--- config.mk ---
export PLATFORM = sky130hd
export DESIGN_NAME = command_stream_opcode_decoder_flat
export DESIGN_NICKNAME = d
export VERILOG_FILES = /design/src/hdl/csod_pkg.sv /design/src/hdl/csod_cmd_if.sv /design/src/hdl/csod_rec_if.sv /design/src/hdl/command_stream_opcode_decoder.sv /design/src/hdl/csod_decode.sv /design/src/flat_wrapper.sv
export SDC_FILE = /design/constraint.sdc
export NUM_CORES = 1
export LEC_CHECK = 0
export BUFFER_PORTS_ARGS = -buffer_cell sky130_fd_sc_hd__buf_2
export CORE_MARGIN = 1.5
export CORE_UTILIZATION = 35
export CTS_BUF_LIST = sky130_fd_sc_hd__clkbuf_16
export CTS_CLUSTER_SIZE = 10
export DETAILED_ROUTE_END_ITERATION = 6
export PLACE_DENSITY = 0.64
export SLEW_MARGIN = 0
export SYNTH_ARGS = -nofsm -noshare
export SYNTH_HDL_FRONTEND = slang
export SYNTH_SLANG_ARGS = --single-unit
--- constraint.sdc ---
create_clock -name clk -period 6.3 [get_ports clk]
set_input_delay 1.26 -clock clk [delete_from_list [all_inputs] [get_ports clk]]
set_output_delay 1.26 -clock clk [all_outputs]
set_load 0.03 [all_outputs]
--- src/hdl/csod_pkg.sv ---
`default_nettype none

package csod_pkg;

	localparam logic [3:0] OPC_SETCL   = 4'd0;
	localparam logic [3:0] OPC_INCR    = 4'd1;
	localparam logic [3:0] OPC_NONINCR = 4'd2;
	localparam logic [3:0] OPC_MASK    = 4'd3;
	localparam logic [3:0] OPC_IMM     = 4'd4;
	localparam logic [3:0] OPC_RESTART = 4'd5;
	localparam logic [3:0] OPC_GATHER  = 4'd6;
	localparam logic [3:0] OPC_EXTEND  = 4'd14;
	localparam logic [3:0] OPC_CHDONE  = 4'd15;

	localparam logic [1:0] GATHER_PLAIN   = 2'd0;
	localparam logic [1:0] GATHER_NONINCR = 2'd1;
	localparam logic [1:0] GATHER_INCR    = 2'd2;

	typedef enum logic [2:0] {
		MODE_HEADER = 3'd0,
		MODE_COUNT  = 3'd1,
		MODE_MASKED = 3'd2,
		MODE_GBASE  = 3'd3
	} mode_t;

	typedef enum logic [1:0] {
		KIND_HEADER  = 2'd0,
		KIND_WRITE   = 2'd1,
		KIND_GBASE   = 2'd2,
		KIND_UNKNOWN = 2'd3
	} kind_t;

	typedef struct packed {
		mode_t       mode;
		logic [11:0] reg_pointer;
		logic [15:0] words_left;
		logic [15:0] mask_left;
		logic [3:0]  owner_opcode;
	} state_t;

	typedef struct packed {
		kind_t       record_kind;
		logic [3:0]  opcode;
		logic [11:0] reg_offset;
		logic [9:0]  class_id;
		logic [15:0] word_count;
		logic [15:0] write_mask;
		logic [31:0] data_value;
		logic [1:0]  gather_mode;
		logic [3:0]  extend_subop;
	} record_t;

endpackage

`default_nettype wire

--- src/hdl/csod_cmd_if.sv ---
`default_nettype none

interface csod_cmd_if;
	logic        valid;
	logic        ready;
	logic [31:0] command_word;
	logic        buffer_start;

	modport source (output valid, command_word, buffer_start, input ready);
	modport sink (input valid, command_word, buffer_start, output ready);
endinterface

`default_nettype wire

--- src/hdl/csod_rec_if.sv ---
`default_nettype none

interface csod_rec_if;
	logic        valid;
	logic        ready;
	logic [1:0]  record_kind;
	logic [3:0]  opcode;
	logic [11:0] reg_offset;
	logic [9:0]  class_id;
	logic [15:0] word_count;
	logic [15:0] write_mask;
	logic [31:0] data_value;
	logic [1:0]  gather_mode;
	logic [3:0]  extend_subop;

	modport source (
		output valid, record_kind, opcode, reg_offset, class_id, word_count,
			write_mask, data_value, gather_mode, extend_subop,
		input ready
	);
	modport sink (
		input valid, record_kind, opcode, reg_offset, class_id, word_count,
			write_mask, data_value, gather_mode, extend_subop,
		output ready
	);
endinterface

`default_nettype wire

--- src/hdl/command_stream_opcode_decoder.sv ---
// Command stream opcode decoder.
// cmd (sink): one 32-bit command word per handshake, with buffer_start set on
// the first word of a buffer; that word is always decoded as a header and any
// pending payload is dropped.
// rec (source): exactly one decode record per accepted word, in order:
// header fields, register write with its target offset, gather base word, or
// an unknown-opcode marker.
// Throughput: one word per cycle. The word sits in an input register, the
// decode and payload counters form one combinational pass, and the record is
// held in an output register.
// When rec stalls, the output register holds its record, the input register
// still takes one more word, and then cmd.ready drops until rec drains.
// Reset clears the valid flags and the parser state, so the first word after
// reset is decoded as a header.
`default_nettype none

module command_stream_opcode_decoder (
	input  logic          clk,
	input  logic          arst_n,
	csod_cmd_if.sink      cmd,
	csod_rec_if.source    rec
);
	import csod_pkg::*;

	logic        valid_s1;
	logic [31:0] word_s1;
	logic        start_s1;
	logic        valid_s2;
	record_t     rec_s2;
	state_t      state_q;
	state_t      state_next;
	record_t     record;
	logic        advance;
	logic        take;

	assign advance   = valid_s1 && (!valid_s2 || rec.ready);
	assign cmd.ready = !valid_s1 || advance;
	assign take      = cmd.valid && cmd.ready;

	always_ff @(posedge clk or negedge arst_n) begin
		if (!arst_n) begin
			valid_s1 <= 1'b0;
		end else if (take) begin
			valid_s1 <= 1'b1;
		end else if (advance) begin
			valid_s1 <= 1'b0;
		end
	end

	always_ff @(posedge clk) begin
		if (take) begin
			word_s1  <= cmd.command_word;
			start_s1 <= cmd.buffer_start;
		end
	end

	csod_decode u_decode (
		.state        (state_q),
		.command_word (word_s1),
		.buffer_start (start_s1),
		.record       (record),
		.state_next   (state_next)
	);

	always_ff @(posedge clk or negedge arst_n) begin
		if (!arst_n) begin
			state_q  <= '0;
			valid_s2 <= 1'b0;
		end else begin
			if (advance) begin
				state_q  <= state_next;
				valid_s2 <= 1'b1;
			end else if (rec.ready) begin
				valid_s2 <= 1'b0;
			end
		end
	end

	always_ff @(posedge clk) begin
		if (advance) begin
			rec_s2 <= record;
		end
	end

	assign rec.valid        = valid_s2;
	assign rec.record_kind  = rec_s2.record_kind;
	assign rec.opcode       = rec_s2.opcode;
	assign rec.reg_offset   = rec_s2.reg_offset;
	assign rec.class_id     = rec_s2.class_id;
	assign rec.word_count   = rec_s2.word_count;
	assign rec.write_mask   = rec_s2.write_mask;
	assign rec.data_value   = rec_s2.data_value;
	assign rec.gather_mode  = rec_s2.gather_mode;
	assign rec.extend_subop = rec_s2.extend_subop;

	a_count_nonzero: assert property (@(posedge clk) disable iff (!arst_n)
		state_q.mode == MODE_COUNT |-> state_q.words_left != 16'd0)
		else $error("counted payload with no words left");

	a_mask_nonzero: assert property (@(posedge clk) disable iff (!arst_n)
		state_q.mode == MODE_MASKED |-> state_q.mask_left != 16'd0)
		else $error("masked payload with empty mask");

	a_gather_base: assert property (@(posedge clk) disable iff (!arst_n)
		advance && record.record_kind == KIND_HEADER && record.opcode == OPC_GATHER
		|=> state_q.mode == MODE_GBASE)
		else $error("gather header did not arm base word");

	a_s1_hold: assert property (@(posedge clk) disable iff (!arst_n)
		valid_s1 && !advance |=> valid_s1 && $stable(word_s1) && $stable(start_s1))
		else $error("stalled input word lost");

	a_s2_hold: assert property (@(posedge clk) disable iff (!arst_n)
		valid_s2 && !rec.ready |=> valid_s2 && $stable(rec_s2))
		else $error("stalled record changed");

endmodule

`default_nettype wire

--- src/hdl/csod_decode.sv ---
`default_nettype none

module csod_decode (
	input  csod_pkg::state_t  state,
	input  logic [31:0]       command_word,
	input  logic              buffer_start,
	output csod_pkg::record_t record,
	output csod_pkg::state_t  state_next
);
	import csod_pkg::*;

	mode_t       mode_eff;
	logic [3:0]  op;
	logic [11:0] off;
	logic [15:0] low_bit;
	logic [3:0]  low_idx;

	assign op  = command_word[31:28];
	assign off = command_word[27:16];

	// lowest remaining mask bit
	assign low_bit = state.mask_left & (~state.mask_left + 16'd1);

	always_comb begin
		low_idx = 4'd0;
		for (int i = 15; i >= 0; i--) begin
			if (state.mask_left[i]) begin
				low_idx = 4'(i);
			end
		end
	end

	always_comb begin
		record     = '0;
		state_next = state;
		mode_eff   = buffer_start ? MODE_HEADER : state.mode;
		unique case (mode_eff)
			MODE_HEADER: begin
				record.record_kind      = KIND_HEADER;
				record.opcode           = op;
				state_next.owner_opcode = op;
				state_next.reg_pointer  = off;
				state_next.mode         = MODE_HEADER;
				unique case (op) inside
					OPC_SETCL: begin
						record.reg_offset    = off;
						record.class_id      = command_word[15:6];
						record.write_mask    = {10'd0, command_word[5:0]};
						state_next.mask_left = {10'd0, command_word[5:0]};
						if (command_word[5:0] != 6'd0) begin
							state_next.mode = MODE_MASKED;
						end
					end
					OPC_INCR, OPC_NONINCR: begin
						record.reg_offset     = off;
						record.word_count     = command_word[15:0];
						state_next.words_left = command_word[15:0];
						if (command_word[15:0] != 16'd0) begin
							state_next.mode = MODE_COUNT;
						end
					end
					OPC_MASK: begin
						record.reg_offset    = off;
						record.write_mask    = command_word[15:0];
						state_next.mask_left = command_word[15:0];
						if (command_word[15:0] != 16'd0) begin
							state_next.mode = MODE_MASKED;
						end
					end
					OPC_IMM: begin
						record.reg_offset = off;
						record.data_value = {16'd0, command_word[15:0]};
					end
					OPC_RESTART: begin
						record.data_value = {command_word[27:0], 4'd0};
					end
					OPC_GATHER: begin
						record.reg_offset = off;
						record.word_count = {2'd0, command_word[13:0]};
						if (command_word[15]) begin
							record.gather_mode = command_word[14] ? GATHER_INCR
								: GATHER_NONINCR;
						end else begin
							record.gather_mode = GATHER_PLAIN;
						end
						state_next.mode = MODE_GBASE;
					end
					OPC_EXTEND: begin
						record.data_value   = {8'd0, command_word[23:0]};
						record.extend_subop = command_word[27:24];
					end
					OPC_CHDONE: begin
					end
					default: begin
						record.record_kind = KIND_UNKNOWN;
					end
				endcase
			end
			MODE_COUNT: begin
				record.record_kind    = KIND_WRITE;
				record.opcode         = state.owner_opcode;
				record.data_value     = command_word;
				record.reg_offset     = state.reg_pointer;
				if (state.owner_opcode == OPC_INCR) begin
					state_next.reg_pointer = state.reg_pointer + 12'd1;
				end
				state_next.words_left = state.words_left - 16'd1;
				if (state.words_left == 16'd1) begin
					state_next.mode = MODE_HEADER;
				end
			end
			MODE_MASKED: begin
				record.record_kind   = KIND_WRITE;
				record.opcode        = state.owner_opcode;
				record.data_value    = command_word;
				record.reg_offset    = state.reg_pointer + {8'd0, low_idx};
				state_next.mask_left = state.mask_left & ~low_bit;
				if ((state.mask_left & ~low_bit) == 16'd0) begin
					state_next.mode = MODE_HEADER;
				end
			end
			default: begin
				record.record_kind = KIND_GBASE;
				record.opcode      = OPC_GATHER;
				record.data_value  = command_word;
				record.reg_offset  = state.reg_pointer;
				state_next.mode    = MODE_HEADER;
			end
		endcase
	end

endmodule

`default_nettype wire

--- src/flat_wrapper.sv ---
// flat-port wrapper written by rule: the top's interface ports become plain ports
module command_stream_opcode_decoder_flat import csod_pkg::*;
  (clk, arst_n, cmd_valid, cmd_command_word, cmd_buffer_start, cmd_ready, rec_valid, rec_record_kind, rec_opcode, rec_reg_offset, rec_class_id, rec_word_count, rec_write_mask, rec_data_value, rec_gather_mode, rec_extend_subop, rec_ready);
  csod_cmd_if cmd_i ();
  csod_rec_if rec_i ();
  input  logic clk;
  input  logic arst_n;
  input wire logic [$bits(cmd_i.valid)-1:0] cmd_valid;
  input wire logic [$bits(cmd_i.command_word)-1:0] cmd_command_word;
  input wire logic [$bits(cmd_i.buffer_start)-1:0] cmd_buffer_start;
  output wire logic [$bits(cmd_i.ready)-1:0] cmd_ready;
  output wire logic [$bits(rec_i.valid)-1:0] rec_valid;
  output wire logic [$bits(rec_i.record_kind)-1:0] rec_record_kind;
  output wire logic [$bits(rec_i.opcode)-1:0] rec_opcode;
  output wire logic [$bits(rec_i.reg_offset)-1:0] rec_reg_offset;
  output wire logic [$bits(rec_i.class_id)-1:0] rec_class_id;
  output wire logic [$bits(rec_i.word_count)-1:0] rec_word_count;
  output wire logic [$bits(rec_i.write_mask)-1:0] rec_write_mask;
  output wire logic [$bits(rec_i.data_value)-1:0] rec_data_value;
  output wire logic [$bits(rec_i.gather_mode)-1:0] rec_gather_mode;
  output wire logic [$bits(rec_i.extend_subop)-1:0] rec_extend_subop;
  input wire logic [$bits(rec_i.ready)-1:0] rec_ready;
  assign cmd_i.valid = cmd_valid;
  assign cmd_i.command_word = cmd_command_word;
  assign cmd_i.buffer_start = cmd_buffer_start;
  assign cmd_ready = cmd_i.ready;
  assign rec_valid = rec_i.valid;
  assign rec_record_kind = rec_i.record_kind;
  assign rec_opcode = rec_i.opcode;
  assign rec_reg_offset = rec_i.reg_offset;
  assign rec_class_id = rec_i.class_id;
  assign rec_word_count = rec_i.word_count;
  assign rec_write_mask = rec_i.write_mask;
  assign rec_data_value = rec_i.data_value;
  assign rec_gather_mode = rec_i.gather_mode;
  assign rec_extend_subop = rec_i.extend_subop;
  assign rec_i.ready = rec_ready;
  command_stream_opcode_decoder u_core (.clk(clk), .arst_n(arst_n), .cmd(cmd_i), .rec(rec_i));
endmodule
==> metrics.yaml <==
layout:
  drive_gt1_share_pct: 21.1
  area_delta_synth_final_pct: 17.8
  finalNetCount: 943
  finalNonFillerCells: 1231
  num-fill-cells: 2330
  antennaDiodeCount: 0
logic_synthesis:
  synth-edff-count: 131
  synthesis.area_um2: 8680
  yosysWarnings: 0
  synthDistinctLibCells: 62
  synthCells: 788
  yosys_most_used_dff: "edfxtp_1"
  seq_area_frac_synth_pct: 60.3
  synth.net_count: 837
  avgSynthCellArea_um2: 11.0
  synth-seq-cells: 183
  async_flop_share_pct: 28.4
die:
  initial_utilization_pct: 35.7
  dieArea_um2: 25800
  ios: 137
  dieHeight_um: 161
  die_w_um: 161
  fp.coreArea_um2: 24300
  core.rowCount: 57
hold_path:
  min_path_type: "reg -> reg"
  worstHoldStart: "u_core.state_q[48]"
  hold_end: "u_core.state_q[48]"
  hold-path-cell-count: 1
routing:
  dr_total_vias: 6589
  dr.pass1.iters: 6
  wirelength_um: 23000
  drt_iter0_drc: 622
  post_drt_wl_per_cell_um: 18.7
  drc: 0
  ant_nets: 0
  vias_per_cell: 5.35
setup_path:
  endpoint_kind: "flop"
  regToRegStartpoint: "u_core.state_q[16]"
  worstPathRequired_ns: 6.59
  crit_type: "in -> reg"
  arrival_ns: 3.83
  cp_max_fo: 47
  worstReg2RegEnd: "u_core.rec.reg_offset[7]"
  crit_path_start_kind: "primary input"
  worst-r2r-cell-count: 12
  rrSetupSlack_ns: 2.86
timing:
  relSlewSlack_pct: 19.8
  maxSlewViolCount: 0
  tightestPinTransition_ns: 1.19
  rsz0062_at_grt: "no"
  fin_setup_tns_ns: 0
  setup_viol: 0
  min_period_ns: 3.55
  finClkSkew_ns: 0.0141
  fin_crit_sh_pct: 56.3
  final-hold-violation-count: 0
  max_freq_mhz: 282
  postLayoutSetupSlackWorst_ns: 2.76
placed_design:
  io_buffers: 136
  dp_cells: 1199
  hpwl_um: 15300
  gp_congestion: 0.863
  pre_cts_slack_ns: 2.30
power_and_ir_drop:
  p_per_area_nw_per_um2: 394
  p_leak_nw: 4.06
  irDropWorstVdd_mv: 0.173
clock_network:
  cts.sinks: 183
  cts.clk_slew.worst_paths_ns: 0.08
  clock_latency_ns: 0.44
  cts_buffers: 17
  cts_tree: "done"
  clock-root-buffer: "clkbuf_16"
  clock_path_buffers: 2
  htree_levels: 4
  hold_buffers: 0
  post-cts-setup-buffers: 0
  cts_resized: 0
global_routing:
  grt_use_total_pct: 18.1
  antenna_found_initial: 0
  grt_max_degree: 59
  grt-ovfl-total: 0
  grt_pass1_wl_um: 35500
  grt_pass1_vias: 6123
outcome:
  status: "finished clean"
job:
  maxCapViolations: 0
[per-stage QoR]
stage / hold slack [ns] / cell area, um^2 / utilization (%) / power [mW]
finish: 0.504 / 10200 / 42.0 / 4.03
global route: 0.521 / 10200 / 42.0 / 4.26
CTS: 0.509 / 10200 / 42.0 / 4.04
detailed placement: 0.492 / 9620 / 39.5 / 2.96
global placement: 0.487 / 9620 / 39.5 / 2.93
floorplan: 0.457 / 8680 / - / 2.64
[cells in the final DEF, fill, tap and decap left out, types with 4 or more instances in the layout]
cell,n
a21o_1,5
nand2b_1,7
nor2b_1,5
buf_4,8
o21ai_0,73
or4_1,4
o22ai_1,17
a21oi_1,59
inv_6,5
clkinv_8,6
nand4_1,5
a31oi_1,7
and3_1,18
clkbuf_16,17
ha_1,11
o31ai_1,5
a22o_1,17
mux2i_1,6
nand3_1,29
nor2_1,52
inv_1,28
a22oi_1,21
nor3b_1,4
nor4_1,12
edfxtp_1,131
buf_2,136
dfrtp_1,52
and2_1,35
nor3_1,16
nand2_1,56
[critical path, stage by stage]
cell,delay (ns)
buf_2,0.08
nand2b_1,0.11
nand2_1,0.17
inv_4,0.46
o21a_1,0.86
nand2_1,0.55
o22ai_1,0.25
a21oi_1,0.07
[cell usage after synthesis, types with 7 or more instances]
library cell | count | share of area [%]
a31oi_1 | 7 | 0.50
o21ai_0 | 73 | 4.2
nand2_1 | 56 | 2.4
nor3_1 | 16 | 0.92
edfxtp_1 | 131 | 45
nand2b_1 | 7 | 0.50
clkbuf_1 | 49 | 2.1
a22oi_1 | 21 | 1.8
nand3_1 | 29 | 1.7
and2_1 | 36 | 2.6
dfrtp_1 | 52 | 15
nor2_1 | 52 | 2.2
inv_1 | 29 | 1.3
and3_1 | 18 | 1.3
ha_1 | 11 | 1.6
a21oi_1 | 59 | 3.4
a22o_1 | 17 | 1.7
o22ai_1 | 17 | 1.2
nor4_1 | 13 | 0.94
[state kept, by name, indices dropped and copies added (netlist names)]
name,count
u_core.word_s1,32
u_core.rec.word_count,16
u_core.rec.record_kind,2
u_core.rec.class_id,10
u_core.rec.reg_offset,12
u_core.start_s1,1
u_core.state_q,50
u_core.rec.write_mask,16
u_core.rec.valid,1
u_core.valid_s1,1
u_core.rec.opcode,4
u_core.rec.data_value,32
u_core.rec.extend_subop,4
u_core.rec.gather_mode,2
[layout make-up]
class	count	area [um^2]	share of cell area, %
timing repair buffer	144	741	7.24
tap	324	405	3.96
inverter	29	111	1.09
sequential	183	5240	51.2
clock inverter	15	181	1.77
clock buffer	17	425	4.16
multi-input combinational	519	3130	30.6
[cells by family after synthesis]
family                   share of synthesized area, %
buffers and inverters                            3.85
AO/OA/AOI/OAI                                    16.6
AND/OR/NAND/NOR                                  15.7
flip-flops                                       60.3
XOR/XNOR                                        0.504
adder cells (fa/ha/maj)                          1.93
multiplexers                                     1.08
[worst max-delay path by stage]
stage,end,slack (ns),start,cells past startpoint
finish,u_core.state_q[31],2.76,rec_ready,8
global route,u_core.state_q[35],2.48,rec_ready,8
CTS,u_core.state_q[31],2.75,rec_ready,8
detailed placement,u_core.state_q[32],2.30,rec_ready,8
global placement,u_core.state_q[33],2.42,rec_ready,8
floorplan,u_core.state_q[35],1.58,rec_ready,7
[layer usage]
layer  track usage (%)  part of all wire [%]  vias up
li1                  -                     -     3156
met4              6.84                   1.7        0
met1              25.3                    46     3152
met5                 0                     0        -
met3              2.56                   5.6       35
met2              28.6                    47      246
[power breakdown]
part	total, mW	switching, mW	internal [mW]
sequential	1.82	0.284	1.53
clock	1.08	0.537	0.538
combinational	1.14	0.698	0.438
(Power assumes the default switching activity.)
